`src/rtl/dtfe_pkg.sv`:
```
// package for the date and time field editor
// holds command codes, field indexes, calendar limits and helper functions
// no dependencies
`timescale 1ns / 1ps
`default_nettype none

package dtfe_pkg;

    typedef enum logic [2:0] {
        CMD_UP     = 3'd0,
        CMD_DOWN   = 3'd1,
        CMD_LEFT   = 3'd2,
        CMD_RIGHT  = 3'd3,
        CMD_COMMIT = 3'd4,
        CMD_LOAD   = 3'd5
    } command_t;

    localparam logic [2:0] FLD_DAY    = 3'd0;
    localparam logic [2:0] FLD_MONTH  = 3'd1;
    localparam logic [2:0] FLD_YEAR   = 3'd2;
    localparam logic [2:0] FLD_HOUR   = 3'd3;
    localparam logic [2:0] FLD_MINUTE = 3'd4;
    localparam logic [2:0] FLD_SECOND = 3'd5;

    localparam logic [11:0] YEAR_MAX     = 12'd2100;
    localparam logic [11:0] YEAR_MIN     = 12'd1970;
    localparam logic [11:0] YEAR_DEFAULT = 12'd2022;
    localparam logic [3:0]  MONTH_MAX    = 4'd12;
    localparam logic [4:0]  HOUR_MAX     = 5'd23;
    localparam logic [5:0]  MINSEC_MAX   = 6'd59;

    // days in month, month 0 and out-of-range months count as 31
    function automatic logic [4:0] month_len(input logic [3:0] m, input logic feb29);
        logic [4:0] len;
        begin
            len = 5'd31;
            if (m == 4'd2) begin
                len = feb29 ? 5'd29 : 5'd28;
            end else if (m == 4'd4 || m == 4'd6 || m == 4'd9 || m == 4'd11) begin
                len = 5'd30;
            end
            return len;
        end
    endfunction

    // gregorian leap test on a 12-bit year
    // y / 4 is split as 32a + b, and 32 = 7 mod 25, so 7a + b keeps the residue
    function automatic logic is_leap(input logic [11:0] y);
        logic [9:0] k;
        logic [7:0] s;
        logic       div25;
        begin
            k     = y[11:2];
            s     = ({3'b000, k[9:5]} << 3) - {3'b000, k[9:5]} + {3'b000, k[4:0]};
            div25 = 1'b0;
            for (int i = 0; i < 10; i++) begin
                if (s == 8'(25 * i)) begin
                    div25 = 1'b1;
                end
            end
            return (y[1:0] == 2'b00) && (!div25 || (y[3:2] == 2'b00));
        end
    endfunction

endpackage

`default_nettype wire

```
`src/rtl/date_time_field_editor_top.sv`:
```
// date and time field editor, top level
// input register, single-pass update and normalization, result register
// depends on dtfe_pkg
`timescale 1ns / 1ps
`default_nettype none

// Usage:
//   s_ channel carries one command per request: s_tuser is the command code
//   (up, down, cursor left, cursor right, commit, load) and s_tdata holds the
//   six load values, used only by load. Every request gives exactly one result
//   on the m_ channel: the six fields after normalization and the cursor in
//   m_tdata, and m_tuser high when the request was a commit.
//   An accepted request waits in the input register; the field update, leap
//   test and normalization then go in one pass into the state and result
//   registers as soon as the result register is free or being taken.
//   Throughput is one request per cycle while the receiver is not stalling,
//   set by the state update loop.
//   When the receiver stalls, the result register holds its value and the
//   input register still takes one more request; s_tready then falls until
//   the result is taken.
//   After reset (aresetn low at a clock edge) the date is 1/1/2022 00:00:00,
//   the cursor selects the day and both registers are empty.
module date_time_field_editor_top (
    input  wire logic        aclk,
    input  wire logic        aresetn,
    input  wire logic        s_tvalid,
    output logic             s_tready,
    // day[4:0] month[8:5] year[20:9] hour[25:21] minute[31:26] second[37:32]
    input  wire logic [39:0] s_tdata,
    // command[2:0]
    input  wire logic [2:0]  s_tuser,
    output logic             m_tvalid,
    input  wire logic        m_tready,
    // day[4:0] month[8:5] year[20:9] hour[25:21] minute[31:26] second[37:32]
    // cursor[40:38]
    output logic [47:0]      m_tdata,
    // commit[0]
    output logic             m_tuser
);
    import dtfe_pkg::*;

    logic        in_valid_reg;
    logic [2:0]  cmd_reg;
    logic [37:0] load_reg;
    logic        out_valid_reg;
    logic [40:0] out_data_reg;
    logic        out_commit_reg;

    logic [4:0]  day_reg;
    logic [3:0]  month_reg;
    logic [11:0] year_reg;
    logic [4:0]  hour_reg;
    logic [5:0]  minute_reg;
    logic [5:0]  second_reg;
    logic [2:0]  cursor_reg;
    logic        feb29_reg;

    logic        out_adv;
    logic        in_take;

    logic [5:0]  wd;
    logic [3:0]  wm;
    logic [11:0] wy;
    logic [4:0]  wh;
    logic [5:0]  wmi;
    logic [5:0]  ws;
    logic [2:0]  cursor_next;
    logic        commit_next;

    logic        leap_next;
    logic [3:0]  month_next;
    logic [11:0] year_next;
    logic [4:0]  len_next;
    logic [4:0]  day_next;
    logic [4:0]  hour_next;
    logic [5:0]  minute_next;
    logic [5:0]  second_next;

    assign out_adv  = in_valid_reg && (!out_valid_reg || m_tready);
    assign s_tready = !in_valid_reg || out_adv;
    assign in_take  = s_tvalid && s_tready;

    // field update for the registered command
    always_comb begin
        wd          = {1'b0, day_reg};
        wm          = month_reg;
        wy          = year_reg;
        wh          = hour_reg;
        wmi         = minute_reg;
        ws          = second_reg;
        cursor_next = cursor_reg;
        commit_next = 1'b0;
        case (cmd_reg)
            CMD_UP: begin
                case (cursor_reg)
                    FLD_DAY:    wd  = wd + 6'd1;
                    FLD_MONTH:  wm  = wm + 4'd1;
                    FLD_YEAR:   wy  = wy + 12'd1;
                    FLD_HOUR:   wh  = wh + 5'd1;
                    FLD_MINUTE: wmi = wmi + 6'd1;
                    default:    ws  = ws + 6'd1;
                endcase
            end
            CMD_DOWN: begin
                case (cursor_reg)
                    FLD_DAY: begin
                        wd = (day_reg == 5'd1) ? {1'b0, month_len(month_reg, feb29_reg)}
                                               : wd - 6'd1;
                    end
                    FLD_MONTH:  wm  = (month_reg == 4'd1) ? MONTH_MAX : wm - 4'd1;
                    FLD_YEAR:   wy  = (year_reg == 12'd0) ? YEAR_MAX : wy - 12'd1;
                    FLD_HOUR:   wh  = (hour_reg == 5'd0) ? HOUR_MAX : wh - 5'd1;
                    FLD_MINUTE: wmi = (minute_reg == 6'd0) ? MINSEC_MAX : wmi - 6'd1;
                    default:    ws  = (second_reg == 6'd0) ? MINSEC_MAX : ws - 6'd1;
                endcase
            end
            CMD_LEFT: begin
                if (cursor_reg != FLD_DAY) begin
                    cursor_next = cursor_reg - 3'd1;
                end
            end
            CMD_RIGHT: begin
                if (cursor_reg < FLD_SECOND) begin
                    cursor_next = cursor_reg + 3'd1;
                end
            end
            CMD_COMMIT: commit_next = 1'b1;
            CMD_LOAD: begin
                wd  = {1'b0, load_reg[4:0]};
                wm  = load_reg[8:5];
                wy  = load_reg[20:9];
                wh  = load_reg[25:21];
                wmi = load_reg[31:26];
                ws  = load_reg[37:32];
            end
            default: ;
        endcase
    end

    // normalization
    always_comb begin
        leap_next   = is_leap(wy);
        month_next  = (wm > MONTH_MAX) ? 4'd1 : wm;
        year_next   = (wy > YEAR_MAX || wy <= YEAR_MIN) ? YEAR_DEFAULT : wy;
        len_next    = month_len(month_next, leap_next);
        day_next    = (wd > {1'b0, len_next}) ? 5'd1 : wd[4:0];
        hour_next   = (wh > HOUR_MAX) ? 5'd0 : wh;
        minute_next = (wmi > MINSEC_MAX) ? 6'd0 : wmi;
        second_next = (ws > MINSEC_MAX) ? 6'd0 : ws;
    end

    always_ff @(posedge aclk) begin
        if (!aresetn) begin
            in_valid_reg <= 1'b0;
        end else if (in_take) begin
            in_valid_reg <= 1'b1;
        end else if (out_adv) begin
            in_valid_reg <= 1'b0;
        end
    end

    always_ff @(posedge aclk) begin
        if (in_take) begin
            cmd_reg  <= s_tuser;
            load_reg <= s_tdata[37:0];
        end
    end

    always_ff @(posedge aclk) begin
        if (!aresetn) begin
            out_valid_reg <= 1'b0;
            day_reg       <= 5'd1;
            month_reg     <= 4'd1;
            year_reg      <= YEAR_DEFAULT;
            hour_reg      <= 5'd0;
            minute_reg    <= 6'd0;
            second_reg    <= 6'd0;
            cursor_reg    <= FLD_DAY;
            feb29_reg     <= 1'b0;
        end else begin
            if (out_adv) begin
                out_valid_reg <= 1'b1;
                day_reg       <= day_next;
                month_reg     <= month_next;
                year_reg      <= year_next;
                hour_reg      <= hour_next;
                minute_reg    <= minute_next;
                second_reg    <= second_next;
                cursor_reg    <= cursor_next;
                feb29_reg     <= leap_next;
            end else if (m_tready) begin
                out_valid_reg <= 1'b0;
            end
        end
    end

    always_ff @(posedge aclk) begin
        if (out_adv) begin
            out_data_reg   <= {cursor_next, second_next, minute_next, hour_next,
                               year_next, month_next, day_next};
            out_commit_reg <= commit_next;
        end
    end

    assign m_tvalid = out_valid_reg;
    assign m_tdata  = {7'd0, out_data_reg};
    assign m_tuser  = out_commit_reg;

    // year always lands inside the editable range
    a_year_range: assert property (@(posedge aclk) disable iff (!aresetn)
        year_reg > YEAR_MIN && year_reg <= YEAR_MAX)
        else $error("year out of range");

    a_cursor_range: assert property (@(posedge aclk) disable iff (!aresetn)
        cursor_reg <= FLD_SECOND)
        else $error("cursor out of range");

    a_time_limits: assert property (@(posedge aclk) disable iff (!aresetn)
        month_reg <= MONTH_MAX && hour_reg <= HOUR_MAX &&
        minute_reg <= MINSEC_MAX && second_reg <= MINSEC_MAX)
        else $error("field above limit after normalization");

    // only cursor commands move the cursor
    a_cursor_hold: assert property (@(posedge aclk) disable iff (!aresetn)
        out_adv && cmd_reg != CMD_LEFT && cmd_reg != CMD_RIGHT
        |=> cursor_reg == $past(cursor_reg))
        else $error("cursor moved on a non-cursor command");

endmodule

`default_nettype wire

```
`config.mk`:
```
export PLATFORM = sky130hd
export DESIGN_NAME = date_time_field_editor_top
export DESIGN_NICKNAME = d
export VERILOG_FILES = /design/src/rtl/dtfe_pkg.sv /design/src/rtl/date_time_field_editor_top.sv
export SDC_FILE = /design/constraint.sdc
export NUM_CORES = 1
export LEC_CHECK = 0
export BUFFER_PORTS_ARGS = -buffer_cell sky130_fd_sc_hd__buf_2
export CAP_MARGIN = 20
export CORE_UTILIZATION = 60
export DETAILED_ROUTE_END_ITERATION = 8
export PLACE_DENSITY_LB_ADDON = 0.2
export RECOVER_POWER = 50
export SETUP_SLACK_MARGIN = 0.02
export SYNTH_ARGS = -nofsm -noshare
export SYNTH_HDL_FRONTEND = slang
export SYNTH_SLANG_ARGS = --single-unit
```
`constraint.sdc`:
```
create_clock -name aclk -period 9.68 [get_ports aclk]
set_input_delay 0.484 -clock aclk [delete_from_list [all_inputs] [get_ports aclk]]
set_output_delay 0.484 -clock aclk [all_outputs]
set_load 0.05 [all_outputs]
```
# Word-level counts from Yosys, hierarchy flattened
# Index checks and enable logic that the tools add are counted.
# W data, S select, Z words.
word_totals:
  ff_bits: 127
  latchBits: 0
  mem_bits_rw: 0
  rom_bits: 0
  input_bits: 47
  out_inout_bits: 51
  mem_count: 0
op_classes:
  add_sub_neg: 16
  multipliers: 0
  div: 0
  magnitude_cmp: 8
  eq_ne: 30
  shifts: 0
  mux: 54
  bitwise_logic: 0
  reduce_logical: 29
ops:
  columns: ["operator", "count"]
  rows:
  - ["$mux W6", 11]
  - ["$pmux W6 S3", 3]
  - ["$mux W12", 4]
  - ["$pmux W12 S3", 1]
  - ["$eq A8 B8 Y1 const B", 4]
  - ["$mux W5", 5]
  - ["$eq A8 B7 Y1 const B", 3]
  - ["$mux W1", 19]
  - ["$eq A4 B3 Y1 const B", 4]
  - ["$eq A4 B4 Y1 const B", 4]
  - ["$mux W4", 4]
  - ["$pmux W5 S3", 1]
  - ["$add A12 B1 Y12 const B", 1]
  - ["$add A6 B1 Y6 const B", 2]
  - ["$eq A3 B2 Y1 const B", 4]
  - ["$gt A12 B12 Y1 const B", 1]
  - ["$gt A6 B6 Y1 const B", 2]
  - ["$le A12 B11 Y1 const B", 1]
  - ["$logic_not A12 Y1", 1]
  - ["$logic_not A6 Y1", 2]
  - ["$pmux W4 S3", 1]
  - ["$sub A12 B1 Y12 const B", 1]
  - ["$sub A6 B1 Y6 const B", 2]
  - ["$logic_or A1 B1 Y1", 10]
  - ["33 further kinds", 46]

# Longest topological paths before layout
# Gate-level depths: netlist of the first run.
depth:
  word_depth: 24
  mapped_depth: 30
  ltp_nobuf: 29

# Worst setup path after synthesis of the first run
# Ideal clock, no wire load.
synth_path:
  kind: "register to register"
  start: "register cursor_reg[0]"
  end: "register day_reg[0]"
  arrival_time_ns: 6.002
  t_required_ns: 9.576
  slack_ns: 3.574
  stages_incl_launch_ff: 25
  synth_period_minus_slack_ns: 6.106
  cell_sequence: "dfxtp_1 > inv_1 > ha_1 > and4bb_2 > and2_1 > a221o_1 > o221ai_1 > o21ai_1 > ha_1 > ha_1 > fa_1 > a21o_1 > a21oi_1 > xor2_1 > or3_1 > a2111oi_0 > nor3_1 > a211oi_1 > a31oi_1 > ha_1 > a2111o_1 > o22ai_1 > or2_2 > nand2_1 > o211ai_1"
synth_via:
  elab_chain_len: 23
synth_rtl:
  columns: ["element", "line", "rtl"]
  rows:
  - ["start: declaration", "date_time_field_editor_top.sv:55", "logic [2:0] cursor_reg;"]
  - ["start signal: assignment", "date_time_field_editor_top.sv:189", "cursor_reg <= cursor_next;"]
  - ["$eq A3 B2 Y1", "date_time_field_editor_top.sv:95, date_time_field_editor_top.sv:105", null]
  - ["$mux W12, on equally long branches", "date_time_field_editor_top.sv:105, date_time_field_editor_top.sv:95", null]
  - ["$pmux W12 S3", "date_time_field_editor_top.sv:93", "case (cmd_reg)"]
  - ["$sub A8 B5 Y8", "dtfe_pkg.sv:54", "s = ({3'b000, k[9:5]} << 3) - {3'b000, k[9:5]} + {3'b000, k[4:0]};"]
  - ["$add A8 B5 Y8", "dtfe_pkg.sv:54", null]
  - ["$logic_not A8 Y1", "dtfe_pkg.sv:57", "if (s == 8'(25 * i)) begin"]
  - ["$mux W1 (10 in a row)", "dtfe_pkg.sv:57", null]
  - ["$logic_not A1 Y1", "dtfe_pkg.sv:61", "return (y[1:0] == 2'b00) && (!div25 || (y[3:2] == 2'b00));"]
  - ["$logic_or A1 B1 Y1", "dtfe_pkg.sv:61", null]
  - ["$logic_and A1 B1 Y1", "dtfe_pkg.sv:61", null]
  - ["$mux W1", "dtfe_pkg.sv:38", "len = feb29 ? 5'd29 : 5'd28;"]
  - ["$mux W2", "dtfe_pkg.sv:37", "if (m == 4'd2) begin"]
  - ["$gt A6 B5 Y1", "date_time_field_editor_top.sv:146", "day_next = (wd > {1'b0, len_next}) ? 5'd1 : wd[4:0];"]
  - ["$mux W5 (*)", "date_time_field_editor_top.sv:146", null]
  - ["net day_next[0]", "date_time_field_editor_top.sv:74", "logic [4:0] day_next;"]
  - ["end signal: assignment", "date_time_field_editor_top.sv:183", "day_reg <= day_next;"]
  - ["end: declaration", "date_time_field_editor_top.sv:49", "logic [4:0] day_reg;"]
# The timed path passes the listed nets; every way through them passes the cells marked *.
# A chain may end at the register's enable or synchronous reset.

# Final worst setup path of the first run
layout_path:
  start: "register cmd_reg[2]"
  end: "register day_reg[1]"
layout_via:
  elab_chain_len: 22
layout_rtl:
  columns: ["element", "line", "rtl"]
  rows:
  - ["start: declaration", "date_time_field_editor_top.sv:43", "logic [2:0] cmd_reg;"]
  - ["start signal: assignment", "date_time_field_editor_top.sv:164", "cmd_reg <= s_tuser;"]
  - ["$eq A3 B3 Y1, or another cell as far along", "date_time_field_editor_top.sv:93", null]
  - ["$pmux W12 S3", "date_time_field_editor_top.sv:93", null]
  - ["$sub A8 B5 Y8", "dtfe_pkg.sv:54", null]
  - ["$add A8 B5 Y8", "dtfe_pkg.sv:54", null]
  - ["$logic_not A8 Y1", "dtfe_pkg.sv:57", null]
  - ["$mux W1 (10 in a row)", "dtfe_pkg.sv:57", null]
  - ["$logic_not A1 Y1", "dtfe_pkg.sv:61", null]
  - ["$logic_or A1 B1 Y1", "dtfe_pkg.sv:61", null]
  - ["$logic_and A1 B1 Y1", "dtfe_pkg.sv:61", null]
  - ["$mux W1", "dtfe_pkg.sv:38", null]
  - ["$mux W2", "dtfe_pkg.sv:37", null]
  - ["$gt A6 B5 Y1", "date_time_field_editor_top.sv:146", null]
  - ["$mux W5 (*)", "date_time_field_editor_top.sv:146", null]
# Mark *: on every way between the ends. The rest lies on a longest branch, timed or not.

==> results.txt, run 1 <==
The flow ran to the end, but the final reports show violations. The final reports fail on capacitance limit, slew limit. At the later pin of the worst-skew pair, clock insertion delay measures 0.42 ns. The reg-to-reg critical path startpoint is cmd_reg[2]$_DFFE_PP_.

The clock group share of total power was 0.419; the clock edge transition at the registers on the reported setup and hold paths was 0.05 ns. For this run, the number of Yosys warnings is 0. nand2_1 is the most common cell in the netlist. At the pin with the least slew margin, the transition time is 2.979 ns. The horizontal extent of the die works out to 119.4 um. Measured along the y axis, the die boundary spans 119.4 um. Number of violations of the max-capacitance limit: 4.

The endpoint of the lowest-slack register-to-register path was day_reg[1]$_SDFFE_PN0P_. For this run, the post-layout net count is 1044. The root buffer cell chosen for the clock tree is clkbuf_16.

The tools report the initial antenna violation count as 0. The tools report the hold path startpoint as s_tdata[37]. IR analysis of the VDD net gives a maximum drop of 0.1444 mV.

Entering global routing, the biggest net connects 51 pins. After synthesis, the cell types taking the most area are edfxtp_1, dfxtp_1, ha_1. The run gives 1.119 mW as the internal cell power. Initial cell density of the core: 0.6190. Buffers inserted to repair hold after CTS numbered 0.

The flip-flop count of the largest register, all copies and words added was 41. Most used flip-flop cell after synthesis: edfxtp_1. The final wirelength is 21690 um, and the sequential cell area fraction in the yosys report is 0.4082. Async set or reset register ratio after synthesis: 0. The fmax was 132.4 MHz. The number of placement rows was 42; the synthesis-to-finish area growth was 11.74%. The start-to-end type of the worst setup path was register to register. Counting flops with a built-in enable in the synthesized netlist gives 83. For the combinational group share of total power, the log shows 0.180. For this run the aggregate overflow at the end of global routing stands at 0. The largest buffer count on any clock path is 2, and the routed length per placed instance is 18.91 um. For the count of vias placed by the detailed router, the log shows 7356. edfxtp_1 takes more of the synthesized area than any other cell.

The detailed-route DRC error count was 0. The hold violation total from the final report came out at 0. The maximum fanout count along the critical path was 38; the register-to-register setup slack was 2.13 ns.

The period utilization is 0.7801, and the final antenna-violating net count is 0. The core outline area was 13350 um2; the relative contribution of sequential cells to total power was 0.401. The tightest hold path in the finished design has a slack of 0.2391 ns.

Post-synthesis sequential element count: 127. Setup violations remaining at the end of the flow were counted as 0. A synthesized cell averages 9.151 um2.

The number of cells upsized or downsized after cts was 0; the final estimated routing congestion in global placement was 0.9762. The logs give 89 for the count of unique library cells instantiated by Yosys and 98 for the number of top-level pins. The worst hold path belongs to the class input port to register. The first global-routing pass estimated 34800 um of wire. The cell depth of the worst min-delay path is 1.

Via count of the first global-routing pass: 6910. The ratio of cells with drive above 1 in the final layout works out to 0.1112. Clock skew on the completed layout was measured at 0.008247 ns. The HPWL after detailed placement is 14280 um.

The leakage power figure was 3.336 nW; the first-pass iteration count of the detailed router was 6. The worst setup path is launched from a register. The setup TNS was 0 ns. The count of input and output buffers was 88. The number of DRC markers after the initial detailed-route iteration was 1027; the required time at the endpoint of the critical path was 9.98 ns. The switching power as a share of total power came out at 0.2782. The cell area power density was 167.9 nW/um2. The total setup buffers inserted after CTS is 0. In this run the worst setup path begins at cmd_reg[2]$_DFFE_PP_.

For the finished layout, the period the worst path requires is 7.551 ns. The number of antenna diodes in the final layout is 0. The sink of the worst hold path is load_reg[37]$_DFFE_PP_. Summed over all nets, the switching power comes to 431.4 uW. The H-tree generated during clock tree synthesis spans 4 levels. The floorplan step defined a die boundary enclosing 14240 um2. The final count of pins violating max slew came out at 158.

Setup repair after global routing left no endpoint under its margin. Summing every instance area after synthesis gives 8263 um2. In the synthesized netlist, the number of instances is 903.

The tools report the headroom to the max-slew limit as -0.9868. The number of sinks driven by the clock tree is 127, and the vias per cell is 6.413. The share of Yosys cell area claimed by the top area cell type works out to 0.3016.

Logic depth of the worst register-to-register path: 21. TritonCTS built the clock tree. The setup slack after placement was 2.720 ns; the worst path setup slack after routing was 2.129 ns. For the combined global-route utilization of all metal layers, the log shows 0.3154.

By count the netlist is led by nand2_1, edfxtp_1, nor2_1, a21oi_1, dfxtp_1. The worst setup path is captured at a register. At the worst endpoint, the arrival time is 7.85 ns. TritonCTS created 17 clock buffers.
## area by class of cell
cell class	count	area, um2
multi-input cells	669	4408
fillers	1103	4115
flip-flops and latches	127	3373
clock buffers	25	486.7
repair buffers	102	481.7
well taps	176	220.2
inverters	41	153.9
clock inverters	7	108.9
## routing by layer
| layer | GRT usage | vias up | part of all wire |
|---|---|---|---|
| li1 | - | 3472 | - |
| met1 | 0.4285 | 3440 | 0.44 |
| met2 | 0.4800 | 389 | 0.45 |
| met3 | 0.06944 | 55 | 0.090 |
| met4 | 0.1461 | 0 | 0.024 |
| met5 | 0 | - | 0 |
## stage by stage
stage          cell area (um2)  cells  power (mW)  utilization
2_1_floorplan             8285    909      0.8410            -
3_3_place_gp              8702   1115      0.9013       0.6520
3_5_place_dp              8702   1115      0.9056       0.6520
4_1_cts                   9298   1147       1.552       0.6966
5_1_grt                   9233   1147       1.604       0.6917
6_report                  9233   1147       1.551       0.6917
## how the worst max path moves through the flow
stage,endpoint,slack (ns),cells after the start
2_1_floorplan,day_reg[0]$_SDFFE_PN1P_,3.57,24
3_3_place_gp,day_reg[0]$_SDFFE_PN1P_,2.77,24
3_5_place_dp,day_reg[0]$_SDFFE_PN1P_,2.72,24
4_1_cts,day_reg[0]$_SDFFE_PN1P_,2.69,24
5_1_grt,day_reg[1]$_SDFFE_PN0P_,1.42,23
6_report,day_reg[1]$_SDFFE_PN0P_,2.13,21
## critical path, stage by stage, from the launching register on
cell	delay (ns)
edfxtp_1	0.32
clkbuf_1	1.28
or3_1	0.67
o221ai_1	0.21
o21ai_1	0.34
ha_1	0.33
ha_1	0.23
fa_1	0.44
a21o_1	0.18
a21oi_1	0.27
xor2_1	0.23
or3_1	0.35
a2111oi_0	0.48
nor3_1	0.09
a211oi_1	0.37
a31oi_1	0.17
ha_1	0.32
a2111o_1	0.40
o22ai_1	0.37
nor3_1	0.10
a21oi_1	0.21
nor2b_1	0.07
## cell families (layout without fill, tap and decap cells)
| logic type | count (synthesis) | in the layout | synth area share |
|---|---|---|---|
| and+or+nand+nor | 322 | 322 | 0.2014 |
| AOI/OAI and AO/OA | 273 | 273 | 0.2358 |
| DFF | 127 | 127 | 0.4082 |
| buffers and inverters | 113 | 175 | 0.06163 |
| adders and majority gates | 39 | 39 | 0.06087 |
| xor gates and xnor gates | 22 | 22 | 0.02423 |
| muxes | 6 | 6 | 0.007420 |
| other | 1 | 7 | 0.0004538 |
## power groups by stage
| stage | combinational, mW | sequential [mW] | clock (mW) |
|---|---|---|---|
| global placement | 0.271 | 0.631 | 0 |
| global route | 0.303 | 0.624 | 0.677 |
| CTS | 0.277 | 0.620 | 0.655 |
| finish | 0.279 | 0.622 | 0.650 |
| detailed placement | 0.275 | 0.631 | 0 |
| floorplan | 0.189 | 0.652 | 0 |
## cells in the final DEF (no fill, tap or decap), drive strengths merged, types with 14 or more instances in the layout
cell type   n
buf        55
a21boi     17
clkbuf     72
nor2b      16
nand2      93
nor3       28
nor2       66
ha         37
and2       17
edfxtp     83
a21oi      54
xnor2      14
inv        41
nand3      21
a31oi      23
o21ai      44
dfxtp      44
nand4      18
Note: power is estimated with default switching activity, not from simulation.
==> inputs of run 2 (changes only) <==
CORE_UTILIZATION = 59   (was 60)
clock period = 7.9 ns   (was 9.68 ns; I/O delays follow)
==> run 2 against run 1 <==
Net effect:
- the flow still finishes with violations (capacitance limit, slew limit)
- die area increased by 1.7%
- wire length increased by 2.4%
- total power increased by 21%
==> results.txt, run 2 (same netlist as run 1, synthesis figures left out) <==
The global-route wire length before repair was 35540 um (was 34800 um). The number of buffers created by CTS is 17 (unchanged), and the period utilization is 0.9363 (was 0.7801). The tools report the final wirelength as 22220 um (was 21690 um). The run gives 42 (unchanged) as the number of placement rows.

The cell area power density was 202.8 nW/um2 (was 167.9 nW/um2). The vias per cell was 6.474 (was 6.413). The clock edge transition at the registers on the reported setup and hold paths was 0.07 ns (was 0.05 ns); the final count of pins violating max slew was 81 (was 158).

The total area of multi-input combinational cells is 4408 um2 (unchanged). The maximum fanout count along the critical path came out at 10 (was 38). The synthesis-to-finish area growth works out to 12.27% (was 11.74%). The initial antenna violation count came out at 0 (unchanged). The detailed-route DRC error count was 0 (unchanged); the largest buffer count on any clock path was 2 (unchanged).

The first-pass iteration count of the detailed router came out at 7 (was 6). The run gives 1135 (was 1103) as the count of fill cells added during filler insertion. The transition at the pin with the smallest max-transition slack came out at 2.759 ns (was 2.979 ns). The cell at the root of the clock tree was clkbuf_16 (unchanged). The setup-violating endpoint count in the final report is 0 (unchanged). The kind of end point of the critical path was a register (unchanged). The horizontal extent of the die works out to 120.3 um (was 119.4 um). The combined global-route utilization of all metal layers was 0.3174 (was 0.3154).

The classification of the worst-slack hold path was input port to register (unchanged). The logs give 0 (unchanged) for the total setup buffers inserted after CTS and 1122 (was 1115) for the total placed cells including tap cells. The clock latency on the worst-skew pair was 0.43 ns (was 0.42 ns); the count of input and output buffers was 88 (unchanged). The tools report the number of cells upsized or downsized after cts as 0 (unchanged).

The tools report the worst setup path startpoint as cursor_reg[0]$_SDFFE_PN0P_ (was cmd_reg[2]$_DFFE_PP_). The run gives 0.1498 mV (was 0.1444 mV) as the maximum vdd ir drop. The startpoint class of the critical path is a register (unchanged). The number of sinks driven by the clock tree is 127 (unchanged). The headroom to the max-slew limit is -0.8396 (was -0.9868). Setup skew after layout: 0.01211 ns (was 0.008247 ns).

The leakage power figure is 3.346 nW (was 3.336 nW), and the placed wire-length estimate is 15210 um (was 14280 um). TritonCTS built the clock tree. For the via count of the first global-routing pass, the log shows 7029 (was 6910). The number of top-level pins is 98 (unchanged), and the net count reported at finish is 1051 (was 1044).

The number of H-tree branching levels was 4 (unchanged). The shortest period the worst path allows is 7.397 ns (was 7.551 ns), and the final estimated routing congestion in global placement is 0.9760 (was 0.9762). The tools report the number of inserted diodes as 0 (unchanged). The setup TNS came out at 0 ns (unchanged).

The core outline area is 13450 um2 (was 13350 um2), and the worst hold margin is 0.1325 ns (was 0.2391 ns). Top library cells by usage in the layout, fill and taps aside: nand2_1, edfxtp_1, nor2_1, a21oi_1, clkbuf_1 (unchanged). The start-to-end type of the worst setup path is register to register (unchanged). The ratio of cells with drive above 1 in the final layout is 0.1237 (was 0.1112).

The maximum number of pins on one net before global-route repair is 65 (was 51). The most common cell after layout, fill and taps aside was nand2_1 (unchanged). The tools report the final antenna-violating net count as 0 (unchanged). The cts-stage hold buffer count was 0 (unchanged); the height of the chip was 120.3 um (was 119.4 um). Failing checks: capacitance limit, slew limit (unchanged). The run gives 0 (unchanged) as the leftover overflow at the end of global routing. The initial cell density of the core was 0.6142 (was 0.6190). The flip-flop count of the largest register, all copies and words added works out to 41 (unchanged).

Setup repair after global routing left no endpoint under its margin. Fmax: 135.2 MHz (was 132.4 MHz). The run gives 8.23 ns (was 9.98 ns) as the required time at the endpoint of the critical path.

The flow ran to the end, but the final reports show violations. The number of violations of the max-capacitance limit came out at 2 (was 4). Hold path startpoint: s_tdata[29] (was s_tdata[37]). The tools report the reg-to-reg critical path startpoint as cursor_reg[0]$_SDFFE_PN0P_ (was cmd_reg[2]$_DFFE_PP_). The routed length per placed instance works out to 19.25 um (was 18.91 um). Total area of sequential cells: 3373 um2 (unchanged). The logs give 820 (was 1027) for the number of DRC markers after the initial detailed-route iteration and 1154 (was 1147) for the non-filler instance count after layout. The run gives 7471 (was 7356) as the count of vias placed by the detailed router. The hold violation total from the final report came out at 0 (unchanged). The tools report the data arrival at the endpoint of the critical path as 7.73 ns (was 7.85 ns). The area of the die is 14480 um2 (was 14240 um2).
[run 2: critical path: stages (launching register included)]
cell       delay, ns
dfxtp_1         0.51
inv_1           0.15
ha_1            0.34
and4bb_2        0.34
and2_1          0.19
a221o_1         0.35
o221ai_1        0.19
o21ai_1         0.24
ha_1            0.37
ha_1            0.23
fa_1            0.44
a21o_1          0.18
a21oi_1         0.27
xor2_1          0.23
or3_1           0.35
a2111oi_0       0.50
nor3_1          0.09
a211oi_1        0.59
a31oi_1         0.23
ha_1            0.33
a2111o_1        0.40
o22ai_1         0.38
or2_2           0.20
nand2_1         0.05
o211ai_1        0.12
[run 2: worst paths after layout]
check / cells past startpoint / slack, ns / endpoint
hold / removal: 1 / 0.13 / load_reg[29]$_DFFE_PP_
hold reg to reg: 1 / 0.52 / m_tvalid$_SDFFE_PN0P_
setup / recovery: 24 / 0.50 / day_reg[0]$_SDFFE_PN1P_
setup reg to reg: 24 / 0.50 / day_reg[0]$_SDFFE_PN1P_
[run 2: metal layers]
metal / vias up / GRT usage / wire, um
li1: 3488 / - / -
met1: 3543 / 0.4102 / 9268
met2: 379 / 0.5169 / 10640
met3: 61 / 0.06698 / 1754
met4: 0 / 0.1319 / 549
met5: - / 0 / 0
[run 2: final cells by class]
cell class	instances	area share
multi-input cells	669	0.4752
flip-flops and latches	127	0.3636
repair buffers	109	0.05786
clock buffers	20	0.04815
well taps	176	0.02374
inverters	41	0.01659
clock inverters	12	0.01484
[run 2: power by group]
group	total [mW]	leakage, nW	switching, mW	internal, mW
clock	0.772	0.269	0.299	0.473
sequential	0.762	1.14	0.0210	0.741
combinational	0.347	1.94	0.236	0.111
[run 2: through the flow]
step	power, mW	setup WS [ns]	util	cell area, um2
after floorplan	1.030	1.794	-	8285
after global placement	1.107	0.8388	0.6508	8755
after detailed placement	1.116	0.6433	0.6508	8755
after CTS	1.879	0.6182	0.6942	9339
after global routing	1.949	0.1395	0.6895	9276
final	1.881	0.5031	0.6895	9276
==> inputs of run 3 (changes only) <==
CORE_UTILIZATION = 54   (was 59)
==> run 3 against run 2 <==
Net effect:
- the run still ends with capacitance limit, slew limit left
- first-iteration DRC count decreased by 9.4%
- fmax up 6.7%
- setup slack better by 0.46 ns
- critical path type unchanged
- clock skew increased by 0.0053 ns
- utilization is 6.1 points lower
==> results.txt, run 3 (same netlist as run 1, synthesis figures left out) <==
The final wirelength was 21960 um (was 22220 um). The kind of end point of the critical path is a register (unchanged). The run gives 98 (unchanged) as the number of top-level pins.

Data arrival at the endpoint of the critical path: 7.26 ns (was 7.73 ns). The first-pass iteration count of the detailed router was 5 (was 7); the total placed cells including tap cells was 1128 (was 1122). The combined global-route utilization of all metal layers is 0.2885 (was 0.3174), and the headroom to the max-slew limit is -0.8906 (was -0.8396).

The routed length per placed instance was 18.93 um (was 19.25 um); the count of vias placed by the detailed router was 7253 (was 7471). The setup TNS came out at 0 ns (unchanged). The total area of sequential cells was 3373 um2 (unchanged). The flow ran to the end, but the final reports show violations.

The run gives 1291 (was 1135) as the count of fill cells added during filler insertion. Final count of pins violating max slew: 81 (unchanged). For the placed wire-length estimate, the log shows 14930 um (was 15210 um).

The maximum fanout count along the critical path was 10 (unchanged). TritonCTS built the clock tree. The run gives 2 (unchanged) as the number of violations of the max-capacitance limit.

The number of buffers created by CTS came out at 17 (unchanged). The tools report the startpoint class of the critical path as a register (unchanged). The tools report the cts-stage hold buffer count as 0 (unchanged). The logs give 2 (unchanged) for the largest buffer count on any clock path and 1.008 ns (was 0.6433 ns) for the setup slack after placement. The horizontal extent of the die is 125.7 um (was 120.3 um), and the global-route wire length before repair is 35270 um (was 35540 um). Classification of the worst-slack hold path: input port to register (unchanged). The number of inserted diodes is 0 (unchanged).

The final antenna-violating net count was 0 (unchanged). The clock edge transition at the registers on the reported setup and hold paths works out to 0.06 ns (was 0.07 ns). Transition at the pin with the smallest max-transition slack: 2.834 ns (was 2.759 ns).

The tools report the detailed-route DRC error count as 0 (unchanged). Setup repair after global routing left no endpoint under its margin. The worst hold margin came out at 0.1353 ns (was 0.1325 ns).

The area of the die was 15800 um2 (was 14480 um2). The logs give 44 (was 42) for the number of placement rows and 0.1517 mV (was 0.1498 mV) for the maximum vdd ir drop. The logs give 42 (was 65) for the maximum number of pins on one net before global-route repair and 1.884 mW (was 1.881 mW) for the overall power of the completed layout. Setup-violating endpoint count in the final report: 0 (unchanged).

The cell area power density was 203.1 nW/um2 (was 202.8 nW/um2). Top library cells by usage in the layout, fill and taps aside: nand2_1, edfxtp_1, nor2_1, a21oi_1, clkbuf_1 (unchanged). For the via count of the first global-routing pass, the log shows 6628 (was 7029). Start-to-end type of the worst setup path: register to register (unchanged). For the initial antenna violation count, the log shows 0 (unchanged). For the total area of multi-input combinational cells, the log shows 4413 um2 (was 4408 um2). The number of cells upsized or downsized after cts was 0 (unchanged); the period utilization was 0.8779 (was 0.9363). The ratio of cells with drive above 1 in the final layout is 0.1189 (was 0.1237). The vias per cell is 6.253 (was 6.474).

Hold violation total from the final report: 0 (unchanged). The tools report the hold path startpoint as s_tdata[37] (was s_tdata[29]). The total setup buffers inserted after CTS is 0 (unchanged). The synthesis-to-finish area growth is 12.23% (was 12.27%), and the number of sinks driven by the clock tree is 127 (unchanged). Failing checks: capacitance limit, slew limit (unchanged). Height of the chip: 125.7 um (was 120.3 um). Worst setup path startpoint: cursor_reg[0]$_SDFFE_PN0P_ (unchanged). For the net count reported at finish, the log shows 1049 (was 1051).

The flip-flop count of the largest register, all copies and words added works out to 41 (unchanged). Setup skew after layout: 0.01740 ns (was 0.01211 ns). The non-filler instance count after layout is 1160 (was 1154). The tools report the final estimated routing congestion in global placement as 0.9717 (was 0.9760). For the clock latency on the worst-skew pair, the log shows 0.43 ns (about the same).

Reg-to-reg critical path startpoint: cursor_reg[0]$_SDFFE_PN0P_ (unchanged). Cell at the root of the clock tree: clkbuf_16 (unchanged). For the number of DRC markers after the initial detailed-route iteration, the log shows 743 (was 820). The fmax is 144.2 MHz (was 135.2 MHz), and the initial cell density of the core is 0.5600 (was 0.6142).

The required time at the endpoint of the critical path was 8.22 ns (was 8.23 ns); the count of input and output buffers was 88 (unchanged). The logs give 0 (unchanged) for the leftover overflow at the end of global routing and 4 (unchanged) for the number of H-tree branching levels. The shortest period the worst path allows was 6.936 ns (was 7.397 ns). The run gives 0.9644 ns (was 0.5031 ns) as the worst path setup slack after routing. The core outline area is 14750 um2 (was 13450 um2). The leakage power figure came out at 3.347 nW (was 3.346 nW).

Most common cell after layout, fill and taps aside: nand2_1 (unchanged).
==> run 3: report_power, final <==
group	total (mW)	switching, mW	internal [mW]
Clock	0.778	0.285	0.493
Combinational	0.340	0.229	0.111
Sequential	0.766	0.0243	0.741
==> run 3: worst paths after layout <==
check,end,slack [ns],depth (start not counted)
setup reg to reg,day_reg[0]$_SDFFE_PN1P_,0.96,25
hold / removal,load_reg[37]$_DFFE_PP_,0.14,1
hold reg to reg,m_tvalid$_SDFFE_PN0P_,0.54,1
setup / recovery,day_reg[0]$_SDFFE_PN1P_,0.96,25
==> run 3: final cells by class <==
cell class	count	share of cell area
clock inverter	11	0.01525
inverter	41	0.01659
timing repair buffer	107	0.05626
sequential	127	0.3637
tap	184	0.02482
clock buffer	21	0.04749
multi-input combinational	669	0.4758
==> run 3: critical path, cell delays in order, from the launching register on <==
cell       delay (ns)
dfxtp_1          0.47
inv_1            0.14
ha_1             0.32
and4bb_2         0.33
and2_1           0.20
a221o_1          0.36
o221ai_1         0.17
o21ai_1          0.09
buf_4            0.18
ha_1             0.30
ha_1             0.23
fa_1             0.44
a21o_1           0.18
a21oi_1          0.29
xor2_1           0.22
or3_1            0.36
a2111oi_0        0.47
nor3_1           0.08
a211oi_1         0.40
a31oi_1          0.18
ha_1             0.32
a2111o_1         0.40
o22ai_1          0.36
or2_2            0.20
nand2_1          0.05
o211ai_1         0.12
==> run 3: stage by stage <==
step,cell area [um2],utilization
after CTS,9336,0.6328
after detailed placement,8755,0.5934
final,9274,0.6286
after floorplan,8285,-
after global routing,9274,0.6286
after global placement,8755,0.5934
==> run 3: layer usage <==
| layer | track usage | up-vias | routed length, um |
|---|---|---|---|
| met5 | 0 | - | 0 |
| met4 | 0.09900 | 0 | 378 |
| met3 | 0.05862 | 31 | 1526 |
| met2 | 0.4500 | 314 | 10000 |
| met1 | 0.4002 | 3424 | 10050 |
| li1 | - | 3484 | - |
